### src/rtl/core/assert_macros.svh
// assertion macros for the rtl files
`ifndef ASSERT_MACROS_SVH
`define ASSERT_MACROS_SVH

// expression holds at every clock edge outside reset
`define ASSERT_ALWAYS(label, expr, msg) \
    label: assert property (@(posedge clk) disable iff (!rst_n) (expr)) \
    else $error(msg);

// consequent holds in the same cycle as the antecedent
`define ASSERT_IMPLIES(label, ante, cons, msg) \
    label: assert property (@(posedge clk) disable iff (!rst_n) (ante) |-> (cons)) \
    else $error(msg);

// consequent holds in the cycle after the antecedent
`define ASSERT_NEXT(label, ante, cons, msg) \
    label: assert property (@(posedge clk) disable iff (!rst_n) (ante) |=> (cons)) \
    else $error(msg);

`endif

### src/rtl/core/ekt_pkg.sv
// shared types, constants and helper functions of the expiring key table
package ekt_pkg;

    localparam int TABLE_DEPTH = 16;
    localparam int IDX_W       = $clog2(TABLE_DEPTH);
    localparam int CNT_W       = $clog2(TABLE_DEPTH + 1);

    localparam int KEY_W   = 64;
    localparam int TIME_W  = 48;
    localparam int HOLD_W  = 24;
    localparam int COUNT_W = 5;
    localparam int COUNT_MAX = 31;

    localparam logic [HOLD_W-1:0] HOLD_RESET = HOLD_W'(86400);

    localparam int S_TDATA_W = KEY_W + TIME_W;
    localparam int M_TDATA_W = 16;
    localparam int CMD_W     = 2;
    localparam int PADDR_W   = 3;
    localparam int PDATA_W   = 32;

    localparam logic [CMD_W-1:0] CMD_INSERT = 2'd0;
    localparam logic [CMD_W-1:0] CMD_QUERY  = 2'd1;
    localparam logic [CMD_W-1:0] CMD_SWEEP  = 2'd2;
    localparam logic [CMD_W-1:0] CMD_CLEAR  = 2'd3;

    typedef struct packed {
        logic [KEY_W-1:0]  key;
        logic [TIME_W-1:0] expiry;
    } entry_t;

    typedef struct packed {
        logic                   match_found;
        logic [IDX_W-1:0]       match_idx;
        logic [TIME_W-1:0]      match_exp;
        logic [TABLE_DEPTH-1:0] exp_mask;
        logic [CNT_W-1:0]       exp_cnt;
        logic [IDX_W-1:0]       min_idx;
    } scan_res_t;

    typedef struct packed {
        logic             any;
        logic [IDX_W-1:0] idx;
    } pick_t;

    function automatic pick_t lowest_set(input logic [TABLE_DEPTH-1:0] m);
        pick_t p;
        p = '0;
        for (int i = TABLE_DEPTH - 1; i >= 0; i--)
        begin
            if (m[i])
            begin
                p.any = 1'b1;
                p.idx = IDX_W'(i);
            end
        end
        return p;
    endfunction

    function automatic logic [COUNT_W-1:0] sat_count(input logic [CNT_W-1:0] n);
        if (32'(n) > 32'(COUNT_MAX))
            return COUNT_W'(COUNT_MAX);
        else
            return COUNT_W'(n);
    endfunction

    function automatic logic [TIME_W-1:0] expiry_of(input logic [TIME_W-1:0] now,
                                                   input logic [HOLD_W-1:0] hold);
        logic [TIME_W:0] sum;
        sum = {1'b0, now} + (TIME_W + 1)'(hold);
        if (sum[TIME_W])
            return '1;
        else
            return sum[TIME_W-1:0];
    endfunction

endpackage

### src/rtl/core/ekt_store.sv
// key and expiry memory with one write port and one registered read port
module ekt_store (
    input  logic                       clk,
    input  logic                       rst_n,
    input  logic                       we,
    input  logic [ekt_pkg::IDX_W-1:0]  waddr,
    input  ekt_pkg::entry_t            wdata,
    input  logic                       re,
    input  logic [ekt_pkg::IDX_W-1:0]  raddr,
    output logic                       rd_vld,
    output logic [ekt_pkg::IDX_W-1:0]  rd_idx,
    output ekt_pkg::entry_t            rd_entry
);
    import ekt_pkg::*;

    entry_t           mem [TABLE_DEPTH];
    entry_t           rdata_reg;
    logic [IDX_W-1:0] ridx_reg;
    logic             rvld_reg;

    always_ff @(posedge clk)
    begin
        if (we)
            mem[waddr] <= wdata;
        rdata_reg <= mem[raddr];
        ridx_reg  <= raddr;
    end

    always_ff @(posedge clk or negedge rst_n)
    begin
        if (!rst_n)
            rvld_reg <= 1'b0;
        else
            rvld_reg <= re;
    end

    assign rd_vld   = rvld_reg;
    assign rd_idx   = ridx_reg;
    assign rd_entry = rdata_reg;

endmodule

### src/rtl/core/ekt_scan.sv
// per-slot scan: key match, expired mask and count, earliest expiry
module ekt_scan (
    input  logic                             clk,
    input  logic                             rst_n,
    input  logic                             start,
    input  logic                             rd_vld,
    input  logic [ekt_pkg::IDX_W-1:0]        rd_idx,
    input  ekt_pkg::entry_t                  rd_entry,
    input  logic [ekt_pkg::TABLE_DEPTH-1:0]  slot_valid,
    input  logic [ekt_pkg::KEY_W-1:0]        key,
    input  logic [ekt_pkg::TIME_W-1:0]       now_time,
    output ekt_pkg::scan_res_t               res
);
    import ekt_pkg::*;

    logic                   match_found_reg, match_found_next;
    logic [IDX_W-1:0]       match_idx_reg, match_idx_next;
    logic [TIME_W-1:0]      match_exp_reg, match_exp_next;
    logic [TABLE_DEPTH-1:0] exp_mask_reg, exp_mask_next;
    logic [CNT_W-1:0]       exp_cnt_reg, exp_cnt_next;
    logic                   min_found_reg, min_found_next;
    logic [IDX_W-1:0]       min_idx_reg, min_idx_next;
    logic [TIME_W-1:0]      min_exp_reg, min_exp_next;
    logic                   hit;

    assign hit = rd_vld && slot_valid[rd_idx];

    always_comb
    begin
        match_found_next = match_found_reg;
        match_idx_next   = match_idx_reg;
        match_exp_next   = match_exp_reg;
        exp_mask_next    = exp_mask_reg;
        exp_cnt_next     = exp_cnt_reg;
        min_found_next   = min_found_reg;
        min_idx_next     = min_idx_reg;
        min_exp_next     = min_exp_reg;
        if (start)
        begin
            match_found_next = 1'b0;
            exp_mask_next    = '0;
            exp_cnt_next     = '0;
            min_found_next   = 1'b0;
        end
        else if (hit)
        begin
            if (!match_found_reg && rd_entry.key == key)
            begin
                match_found_next = 1'b1;
                match_idx_next   = rd_idx;
                match_exp_next   = rd_entry.expiry;
            end
            if (now_time >= rd_entry.expiry)
            begin
                exp_mask_next[rd_idx] = 1'b1;
                exp_cnt_next          = exp_cnt_reg + CNT_W'(1);
            end
            // strict compare keeps the lowest slot on a tie
            if (!min_found_reg || rd_entry.expiry < min_exp_reg)
            begin
                min_found_next = 1'b1;
                min_idx_next   = rd_idx;
                min_exp_next   = rd_entry.expiry;
            end
        end
    end

    always_ff @(posedge clk or negedge rst_n)
    begin
        if (!rst_n)
        begin
            match_found_reg <= 1'b0;
            exp_mask_reg    <= '0;
            exp_cnt_reg     <= '0;
            min_found_reg   <= 1'b0;
        end
        else
        begin
            match_found_reg <= match_found_next;
            exp_mask_reg    <= exp_mask_next;
            exp_cnt_reg     <= exp_cnt_next;
            min_found_reg   <= min_found_next;
        end
    end

    always_ff @(posedge clk)
    begin
        match_idx_reg <= match_idx_next;
        match_exp_reg <= match_exp_next;
        min_idx_reg   <= min_idx_next;
        min_exp_reg   <= min_exp_next;
    end

    assign res.match_found = match_found_reg;
    assign res.match_idx   = match_idx_reg;
    assign res.match_exp   = match_exp_reg;
    assign res.exp_mask    = exp_mask_reg;
    assign res.exp_cnt     = exp_cnt_reg;
    assign res.min_idx     = min_idx_reg;

endmodule

### src/rtl/core/expiring_key_table_with_eviction_unit.sv
// expiring key table: control sequencer, valid bits, config register, output stage
// an item goes from accept through scan, drain and decide; decide waits while the output holds an untaken result
// a new item is taken only in idle, once the last result is loaded; the scan reads one memory slot per cycle
// a clear skips the scan and drain and goes straight from accept to the decide step
// async active-low reset empties the table and sets hold_seconds to 86400
`include "assert_macros.svh"

module expiring_key_table_with_eviction_unit (
    input  logic                             clk,
    input  logic                             rst_n,
    input  logic                             psel,
    input  logic                             penable,
    input  logic                             pwrite,
    input  logic [ekt_pkg::PADDR_W-1:0]      paddr,
    input  logic [ekt_pkg::PDATA_W-1:0]      pwdata,
    output logic [ekt_pkg::PDATA_W-1:0]      prdata,
    output logic                             pready,
    input  logic                             s_axis_tvalid,
    output logic                             s_axis_tready,
    // key [63:0], now_time [111:64]
    input  logic [ekt_pkg::S_TDATA_W-1:0]    s_axis_tdata,
    // command [1:0]
    input  logic [ekt_pkg::CMD_W-1:0]        s_axis_tuser,
    output logic                             m_axis_tvalid,
    input  logic                             m_axis_tready,
    // active [0], evicted [1], removed_count [6:2], occupancy [11:7], zero [15:12]
    output logic [ekt_pkg::M_TDATA_W-1:0]    m_axis_tdata
);
    import ekt_pkg::*;

    localparam logic [1:0] ST_IDLE   = 2'd0;
    localparam logic [1:0] ST_SCAN   = 2'd1;
    localparam logic [1:0] ST_DRAIN  = 2'd2;
    localparam logic [1:0] ST_DECIDE = 2'd3;

    logic [1:0]             state_reg, state_next;
    logic [IDX_W-1:0]       rd_idx_reg, rd_idx_next;
    logic [TABLE_DEPTH-1:0] valid_reg, valid_next;
    logic [CNT_W-1:0]       occ_reg, occ_next;
    logic [HOLD_W-1:0]      hold_reg;
    logic [CMD_W-1:0]       cmd_reg;
    logic [KEY_W-1:0]       key_reg;
    logic [TIME_W-1:0]      now_reg;
    logic                   out_valid_reg, out_valid_next;
    logic [M_TDATA_W-1:0]   out_data_reg, out_data_next;

    logic                   in_acc;
    logic                   out_free;
    logic                   out_load;
    logic                   cfg_hit;
    logic                   cfg_we;
    logic                   mem_we;
    logic [IDX_W-1:0]       mem_waddr;
    entry_t                 mem_wdata;
    logic                   rd_vld;
    logic [IDX_W-1:0]       rd_idx;
    entry_t                 rd_entry;
    scan_res_t              scan;
    pick_t                  free_pick;
    pick_t                  exp_pick;
    logic                   out_active;
    logic                   out_evicted;
    logic [CNT_W-1:0]       out_removed;

    // config port
    assign pready  = 1'b1;
    assign cfg_hit = (paddr[PADDR_W-1:2] == '0);
    assign cfg_we  = psel && penable && pwrite && pready && cfg_hit;
    assign prdata  = cfg_hit ? PDATA_W'(hold_reg) : '0;

    always_ff @(posedge clk or negedge rst_n)
    begin
        if (!rst_n)
            hold_reg <= HOLD_RESET;
        else if (cfg_we)
            hold_reg <= pwdata[HOLD_W-1:0];
    end

    // stream handshakes
    assign s_axis_tready = (state_reg == ST_IDLE);
    assign in_acc        = s_axis_tvalid && s_axis_tready;
    assign out_free      = !out_valid_reg || m_axis_tready;
    assign m_axis_tvalid = out_valid_reg;
    assign m_axis_tdata  = out_data_reg;

    always_ff @(posedge clk)
    begin
        if (in_acc)
        begin
            cmd_reg <= s_axis_tuser;
            key_reg <= s_axis_tdata[KEY_W-1:0];
            now_reg <= s_axis_tdata[KEY_W+TIME_W-1:KEY_W];
        end
    end

    ekt_store u_store (
        .clk      (clk),
        .rst_n    (rst_n),
        .we       (mem_we),
        .waddr    (mem_waddr),
        .wdata    (mem_wdata),
        .re       (state_reg == ST_SCAN),
        .raddr    (rd_idx_reg),
        .rd_vld   (rd_vld),
        .rd_idx   (rd_idx),
        .rd_entry (rd_entry)
    );

    ekt_scan u_scan (
        .clk        (clk),
        .rst_n      (rst_n),
        .start      (in_acc),
        .rd_vld     (rd_vld),
        .rd_idx     (rd_idx),
        .rd_entry   (rd_entry),
        .slot_valid (valid_reg),
        .key        (key_reg),
        .now_time   (now_reg),
        .res        (scan)
    );

    assign free_pick = lowest_set(~valid_reg);
    assign exp_pick  = lowest_set(scan.exp_mask);
    assign mem_wdata = '{key: key_reg, expiry: expiry_of(now_reg, hold_reg)};

    always_comb
    begin
        state_next  = state_reg;
        rd_idx_next = rd_idx_reg;
        valid_next  = valid_reg;
        occ_next    = occ_reg;
        mem_we      = 1'b0;
        mem_waddr   = '0;
        out_load    = 1'b0;
        out_active  = 1'b0;
        out_evicted = 1'b0;
        out_removed = '0;
        unique case (state_reg)
            ST_IDLE:
            begin
                if (in_acc)
                begin
                    rd_idx_next = '0;
                    state_next  = (s_axis_tuser == CMD_CLEAR) ? ST_DECIDE : ST_SCAN;
                end
            end
            ST_SCAN:
            begin
                if (rd_idx_reg == IDX_W'(TABLE_DEPTH - 1))
                    state_next = ST_DRAIN;
                else
                    rd_idx_next = rd_idx_reg + IDX_W'(1);
            end
            ST_DRAIN:
            begin
                state_next = ST_DECIDE;
            end
            ST_DECIDE:
            begin
                if (out_free)
                begin
                    out_load   = 1'b1;
                    state_next = ST_IDLE;
                    case (cmd_reg)
                        CMD_INSERT:
                        begin
                            mem_we = 1'b1;
                            if (scan.match_found)
                                mem_waddr = scan.match_idx;
                            else if (free_pick.any)
                            begin
                                mem_waddr                 = free_pick.idx;
                                valid_next[free_pick.idx] = 1'b1;
                                occ_next                  = occ_reg + CNT_W'(1);
                            end
                            else if (scan.exp_cnt != '0)
                            begin
                                // table full: drop expired, reuse the lowest freed slot
                                mem_waddr                = exp_pick.idx;
                                valid_next               = valid_reg & ~scan.exp_mask;
                                valid_next[exp_pick.idx] = 1'b1;
                                occ_next    = occ_reg - scan.exp_cnt + CNT_W'(1);
                                out_removed = scan.exp_cnt;
                            end
                            else
                            begin
                                mem_waddr   = scan.min_idx;
                                out_evicted = 1'b1;
                            end
                        end
                        CMD_QUERY:
                        begin
                            out_active = scan.match_found && (now_reg < scan.match_exp);
                        end
                        CMD_SWEEP:
                        begin
                            valid_next  = valid_reg & ~scan.exp_mask;
                            occ_next    = occ_reg - scan.exp_cnt;
                            out_removed = scan.exp_cnt;
                        end
                        default:
                        begin
                            valid_next = '0;
                            occ_next   = '0;
                        end
                    endcase
                end
            end
            default:
            begin
                state_next = ST_IDLE;
            end
        endcase
    end

    always_comb
    begin
        out_valid_next = out_valid_reg;
        out_data_next  = out_data_reg;
        if (out_load)
        begin
            out_valid_next = 1'b1;
            out_data_next  = M_TDATA_W'({sat_count(occ_next), sat_count(out_removed),
                                         out_evicted, out_active});
        end
        else if (m_axis_tready)
            out_valid_next = 1'b0;
    end

    always_ff @(posedge clk or negedge rst_n)
    begin
        if (!rst_n)
        begin
            state_reg     <= ST_IDLE;
            rd_idx_reg    <= '0;
            valid_reg     <= '0;
            occ_reg       <= '0;
            out_valid_reg <= 1'b0;
        end
        else
        begin
            state_reg     <= state_next;
            rd_idx_reg    <= rd_idx_next;
            valid_reg     <= valid_next;
            occ_reg       <= occ_next;
            out_valid_reg <= out_valid_next;
        end
    end

    always_ff @(posedge clk)
    begin
        out_data_reg <= out_data_next;
    end

    `ASSERT_ALWAYS(a_occ_matches_valid, $countones(valid_reg) == 32'(occ_reg), "occupancy count out of step with valid bits")
    `ASSERT_IMPLIES(a_write_only_on_decide, mem_we, state_reg == ST_DECIDE && out_free, "table write outside decide step")
    `ASSERT_IMPLIES(a_evict_only_when_full, out_load && out_evicted, occ_reg == CNT_W'(TABLE_DEPTH), "eviction with free slots")
    `ASSERT_NEXT(a_accept_leaves_idle, in_acc, state_reg != ST_IDLE, "accepted item did not start processing")

endmodule

### config.mk
export PLATFORM = sky130hd
export DESIGN_NAME = expiring_key_table_with_eviction_unit
export DESIGN_NICKNAME = d
export VERILOG_FILES = /design/src/rtl/core/ekt_pkg.sv /design/src/rtl/core/ekt_store.sv /design/src/rtl/core/ekt_scan.sv /design/src/rtl/core/expiring_key_table_with_eviction_unit.sv
export VERILOG_INCLUDE_DIRS = /design/src /design/src/rtl/core
export SDC_FILE = /design/constraint.sdc
export NUM_CORES = 2
export LEC_CHECK = 0
export ABC_AREA = 0
export BUFFER_PORTS_ARGS = -buffer_cell sky130_fd_sc_hd__buf_2
export CAP_MARGIN = 20
export CORE_ASPECT_RATIO = 1.2
export CORE_MARGIN = 8
export CORE_UTILIZATION = 62
export CTS_CLUSTER_DIAMETER = 80
export CTS_CLUSTER_SIZE = 24
export DETAILED_ROUTE_END_ITERATION = 7
export MAX_ROUTING_LAYER = met4
export PLACE_DENSITY = 0.86
export SLEW_MARGIN = 40
export SYNTH_ARGS = -nofsm -noshare
export SYNTH_HDL_FRONTEND = slang
export SYNTH_SLANG_ARGS = --single-unit
### constraint.sdc
create_clock -name clk -period 11 [get_ports clk]
set_clock_uncertainty 0.1 [all_clocks]
set_input_delay 0.55 -clock clk [delete_from_list [all_inputs] [get_ports clk]]
set_output_delay 0.55 -clock clk [all_outputs]
set_load 0.005 [all_outputs]
After elaboration in Yosys (flattened, before gate mapping)
Memories as Yosys holds them, arrays and structs flattened. A register that Yosys moved wholly into a read port is not among the register bits.
Index checks and enable logic that the tools add are counted.
{"block": "totals", "register_bits": 310, "ram_bits": 1792, "word_cells": 192, "output_inout_bits": 51, "n_memories": 1}
{"memory": "u_store.mem", "depth": 16, "word_bits": 112, "rd": 1, "rd_ports_with_merged_regs": 1, "write_ports": 1, "line_no": "ekt_store.sv:16", "source": "entry_t mem [TABLE_DEPTH];"}
{"block": "classes", "n_addsub": 6, "n_mux": 92, "n_reduce_logical": 35, "order_cmp": 9, "bitwise_logic": 12, "eq_ne": 14}
{"cell": "two-way mux 5 bit", "count": 27}
{"cell": "< comparator 48 bit", "count": 2}
{"cell": "two-way mux 16 bit", "count": 6}
{"cell": "two-way mux 4 bit", "count": 24}
{"cell": "equality test 64 bit", "count": 1}
{"cell": "adder 48 x 24 -> 49 bit", "count": 1}
{"cell": ">= comparator 48 bit", "count": 1}
{"cell": "two-way mux 48 bit", "count": 1}
{"cell": "bitwise OR 16 bit", "count": 3}
{"cell": "case mux 16 bit (3 select lines)", "count": 1}
{"cell": "NOT 16 bit", "count": 2}
{"cell": "two-way mux 24 bit", "count": 1}
{"cell": "two-way mux 1 bit", "count": 20}
{"cell": "bitwise AND 16 bit", "count": 1}
{"cell": "adder 5 x 1 -> 5 bit (second input constant)", "count": 3}
{"cell": "< comparator 4 x 5 -> 1 bit (second input constant)", "count": 3}
{"cell": "case mux 5 bit (3 select lines)", "count": 1}
{"cell": "AND reduction 3 bit", "count": 5}
{"cell": "demux 1 bit (select 4 bit)", "count": 3}
{"cell": ">= comparator 4 x 1 -> 1 bit (second input constant)", "count": 3}
{"cell": "nonzero test 2 bit", "count": 6}
{"cell": "logical AND 1 bit", "count": 10}
{"cell": "case mux 5 bit (2 select lines)", "count": 1}
{"cell": "equality test 2 bit (second input constant)", "count": 4}
{"cell": "19 further kinds", "count": 38}

Logic depth before layout (Yosys ltp)
{"block": "depth", "ltp_word": 25, "ltp_mapped": 12}

Modules after synthesis
Synthesis repeated with hierarchy kept, for this count alone.
{"block": "hier_totals", "hier_cells": 4585, "hier_area_um2": 87639.1}
{"module": "ekt_store", "cells_per_inst": 2869, "n_inst": 1, "area_each_um2": 69275.2}
{"module": "expiring_key_table_with_eviction_unit", "cells_per_inst": 1068, "n_inst": 1, "area_each_um2": 10916.7}
{"module": "ekt_scan", "cells_per_inst": 648, "n_inst": 1, "area_each_um2": 7447.1}

Worst setup path after synthesis
No wires, ideal clock.
{"block": "synth_path", "path_kind": "reg-to-reg", "from": "register u_scan.exp_cnt_reg[1]", "to": "memory u_store.mem[2][0] (netlist bit) (enable)", "path_buffers": 1, "synth_period_minus_slack_ns": 10.127, "setup_slack_ns": 0.873, "t_arrival_ns": 9.306, "t_required_ns": 10.179, "stages_incl_launch_ff": 10, "setup_ns": 0.721, "path_cell_list": "dfrtp_1 > inv_1 > ha_1 > nor4b_1 > buf_2 > o21ai_0 > a21oi_1 > o31a_1 > nand3_1 > nor3_1"}
{"block": "synth_via", "elab_chain_cells": 7}
{"item": "start: declaration", "line_no": "ekt_scan.sv:20", "source": "logic [CNT_W-1:0] exp_cnt_reg, exp_cnt_next;"}
{"item": "start signal: assignment", "line_no": "ekt_scan.sv:81", "source": "exp_cnt_reg <= exp_cnt_next;"}
{"item": "nonzero test 5 bit", "line_no": "expiring_key_table_with_eviction_unit.sv:176", "source": "else if (scan.exp_cnt != '0)"}
{"item": "two-way mux 4 bit", "line_no": "expiring_key_table_with_eviction_unit.sv:176"}
{"item": "two-way mux 4 bit", "line_no": "expiring_key_table_with_eviction_unit.sv:170", "source": "else if (free_pick.any)"}
{"item": "two-way mux 4 bit", "line_no": "expiring_key_table_with_eviction_unit.sv:168", "source": "if (scan.match_found)"}
{"item": "two-way mux 4 bit", "line_no": "expiring_key_table_with_eviction_unit.sv:164", "source": "case (cmd_reg)"}
{"item": "two-way mux 4 bit", "line_no": "expiring_key_table_with_eviction_unit.sv:160", "source": "if (out_free)"}
{"item": "two-way mux 4 bit", "line_no": "expiring_key_table_with_eviction_unit.sv:138", "source": "unique case (state_reg)"}
{"item": "end: declaration", "line_no": "ekt_store.sv:16"}
No other way between the ends.

Final worst setup path
{"block": "layout_path", "from": "register valid_reg[3]", "to": "memory u_store.mem[3][82] (netlist bit) (enable)"}
{"block": "layout_via", "elab_chain_cells": 10}
{"item": "start: declaration", "line_no": "expiring_key_table_with_eviction_unit.sv:38", "source": "logic [TABLE_DEPTH-1:0] valid_reg, valid_next;"}
{"item": "start signal: assignment", "line_no": "expiring_key_table_with_eviction_unit.sv:244", "source": "valid_reg <= valid_next;"}
{"item": "NOT 16 bit", "line_no": "expiring_key_table_with_eviction_unit.sv:122", "source": "assign free_pick = lowest_set(~valid_reg);"}
{"item": "two-way mux 5 bit (4 in a row)", "line_no": "ekt_pkg.sv:51", "source": "if (m[i])"}
{"item": "two-way mux 4 bit", "line_no": "expiring_key_table_with_eviction_unit.sv:170"}
{"item": "two-way mux 4 bit", "line_no": "expiring_key_table_with_eviction_unit.sv:168"}
{"item": "two-way mux 4 bit", "line_no": "expiring_key_table_with_eviction_unit.sv:164"}
{"item": "two-way mux 4 bit", "line_no": "expiring_key_table_with_eviction_unit.sv:160"}
{"item": "two-way mux 4 bit", "line_no": "expiring_key_table_with_eviction_unit.sv:138"}
No other way between the ends.

==> run metrics <==
outcome=finished, final reports clean; FF-to-FF setup slack=5.57 ns; syn_area_per_cell=20.3 um^2; switching power=6.53 mW; Leakage=31.4 nW; clock transition at the registers of the reported paths=0.11 ns; Synthesis Warnings=0; commonest non-fill, non-tap cells in the layout=2022 x edfxtp_1, 565 x mux4_2, 183 x buf_2; Critical-path top delay cell=buf_4; P&R area growth vs syn=9.88%; Worst Path Required=11.28 ns; CTS Root Buffer Type=clkbuf_16; CTS sink cnt=2214; Rows=151; final slew viol count=0; pin count of the biggest net entering global routing=94; hold_ws=0.0426 ns; FF+latch area=0.0650 mm^2; via/cell ratio=6.97; drt total wl=225000 um; max reg flops=1792; Gate power share=27.8%; Initial Util=62.2%; Setup-failing EPs final=0; minimum clock period=5.43 ns; RSZ-0062 raised after global routing=false; maximum cell stage delay along the critical path=0.80 ns; DRT Pass-1 Iters=6; most used cell, CP=buf_4; # resized after CTS=0; grt total ovfl=0; post-synthesis cell type count=95; Flop pwr share=51.1%; Layout Nets=4996; number of synthesized flops with an enable pin=2022; # Post-CTS Setup Buffers=0; reg2reg end=u_store.mem[3][82]; commonest non-fill, non-tap cell in the layout=edfxtp_1; IO buf count=183; CP endpoint kind=flop; first-pass GRT wire length=325000 um; RD Place Congestion=0.893; WS Path Type=flop to flop; die height=428 um; Clock Power Share=21.0%; sequential-to-total area share from yosys stat=74.2%; worst reg2reg startpoint=valid_reg[3]; via count=45.9k; ys flop type=edfxtp_1; Inserted Clock Buffers=106; Residual DRC=0; CTS max path bufs=3; Post-Synthesis Cells=4311; cell internal pwr=14.8 mW; DR WL/cell=34.1 um; Max Freq=0.184 GHz; Least-Margin Pin Slew=0.892 ns; crit path launch type=flop; Clock Latency Late Sink=0.78 ns; total track usage=30.0%; class of the worst hold path=primary input to asynchronous set/reset pin; Max VDD drop=170 uV; Filler cells=7975; initial antenna violation count=3; Die ar.=0.154 mm^2; layout cell share with drive strength beyond 1=22.3%; Multi-input gate area=0.0214 mm^2; PwrDens=222 mW/mm^2; crit-path cells=nand4_1, nor2_1, and3_1, o21ai_0, a21oi_1, nand3_1, nor2_4, buf_4, buf_4; critical-path maximum fanout=42; vias in the first global route=47.3k; crit path from=valid_reg[3]; CORE AREA=0.141 mm^2; setup_tns=0 ns; Post-Synthesis Cell Area=0.0876 mm^2; # H-tree levels=3; chip width=359 um; slew margin rel.=40.5%; max cap viols=0; Setup crit end=u_store.mem[3][82]; CTS Hold Buffers Added=140; Sw Ratio=30.6%; post-detail-place hpwl=122000 um; flops & latches, synth=2214; Initial DRC Count=5800; DRT antenna net count=0; final worst path period share=49.4%; final hold viol count=0; Synth async-reset ratio=3.43%; # IOs=207; TritonCTS clock tree=done; Worst Path Arrival=5.71 ns; Worst Reg2Reg Path Length in Cells=9
area by class of cell:
type                            count  share of cell area (%)
Antenna cell                        2                 0.00520
Clock buffer                      181                    3.05
Clock inverter                     19                   0.281
Inverter                          183                   0.722
Multi-Input combinational cell   1745                    22.2
Sequential cell                  2214                    67.5
Tap cell                         1836                    2.39
Timing Repair Buffer              409                    3.80
logic make-up after synthesis:
kind of cell	Yosys count	synth area share, %
buf+inv	363	1.67
fa+ha+maj	181	2.60
mux	596	14.9
compound gates	378	2.86
simple gates	484	2.83
other cells	2	0.00858
xor+xnor	93	0.930
flops	2214	74.2
routing by layer:
metal  wire length, um  track usage [%]  share of wire (%)
met1             76400             36.4                 34
met2            115000             50.5                 51
met3             20200             4.00                9.0
met4             12900             14.5                5.7
met5                 0                -                  0
power by group through the flow:
stage	clock, mW	sequential (mW)	combinational, mW
floorplan	0	10.7	4.24
global placement	0	11.1	5.31
detailed placement	0	11.1	5.69
CTS	4.51	10.9	5.90
global route	4.78	11.0	6.29
finish	4.49	10.9	5.94
worst min-delay path by stage:
stage | slack, ns | startpoint | depth (start not counted) | end
5_1_grt | 0.04 | rst_n | 2 | hold_reg[5]
3_5_place_dp | 0.30 | rst_n | 1 | hold_reg[2]
3_3_place_gp | 0.30 | rst_n | 1 | hold_reg[9]
6_report | 0.04 | rst_n | 2 | hold_reg[6]
4_1_cts | 0.02 | rst_n | 2 | hold_reg[1]
2_1_floorplan | 0.15 | rst_n | 0 | hold_reg[0]
synth_stat cells (6+ instances only):
cell type	number	area share, %
nor4_1	12	0.086
buf_1	33	0.14
buf_4	14	0.12
o22ai_1	6	0.043
xnor2_1	53	0.53
a211oi_1	14	0.12
a21oi_1	106	0.61
o31ai_1	11	0.094
nand2_1	124	0.53
or3_1	13	0.093
mux2_2	31	0.40
a21o_1	33	0.28
a22o_1	7	0.070
o221ai_1	6	0.060
nor2b_1	38	0.27
and2_1	11	0.079
nand3_1	47	0.27
nor3_1	29	0.17
o21ai_1	7	0.040
nor2_1	98	0.42
buf_2	40	0.23
dfxtp_1	116	2.7
clkbuf_1	93	0.40
nand4_1	45	0.32
o21ai_0	84	0.48
mux4_2	565	15
and4_1	7	0.070
xor2_1	40	0.40
o211ai_1	11	0.094
dfrtp_1	71	2.0
nand2b_1	19	0.14
ha_1	179	2.6
edfxtp_1	2022	69
and3_1	14	0.10
inv_1	182	0.78
a31oi_1	17	0.12
worst max-delay path: cells and delay by family (launching register included):
| family | cells | cell delay [ns] |
|---|---|---|
| buffers and inverters | 2 | 1.33 |
| AOI/OAI and AO/OA | 2 | 0.72 |
| DFF | 1 | 0.56 |
| and+or+nand+nor | 5 | 2.25 |
metrics by stage:
| step | power, mW | util (%) | worst slack, ns | area [um^2] | cells |
|---|---|---|---|---|---|
| after CTS | 21.3 | 68.3 | 5.73 | 96200 | 6586 |
| after detailed placement | 16.8 | 65.1 | 5.84 | 91600 | 6246 |
| final | 21.3 | 68.4 | 5.57 | 96200 | 6589 |
| after global routing | 22.0 | 68.4 | 5.44 | 96200 | 6589 |
| after floorplan | 14.9 | - | 0.873 | 87600 | 4322 |
| after global placement | 16.4 | 64.5 | 5.49 | 90800 | 6220 |
Power figures use the tool's default switching activity.
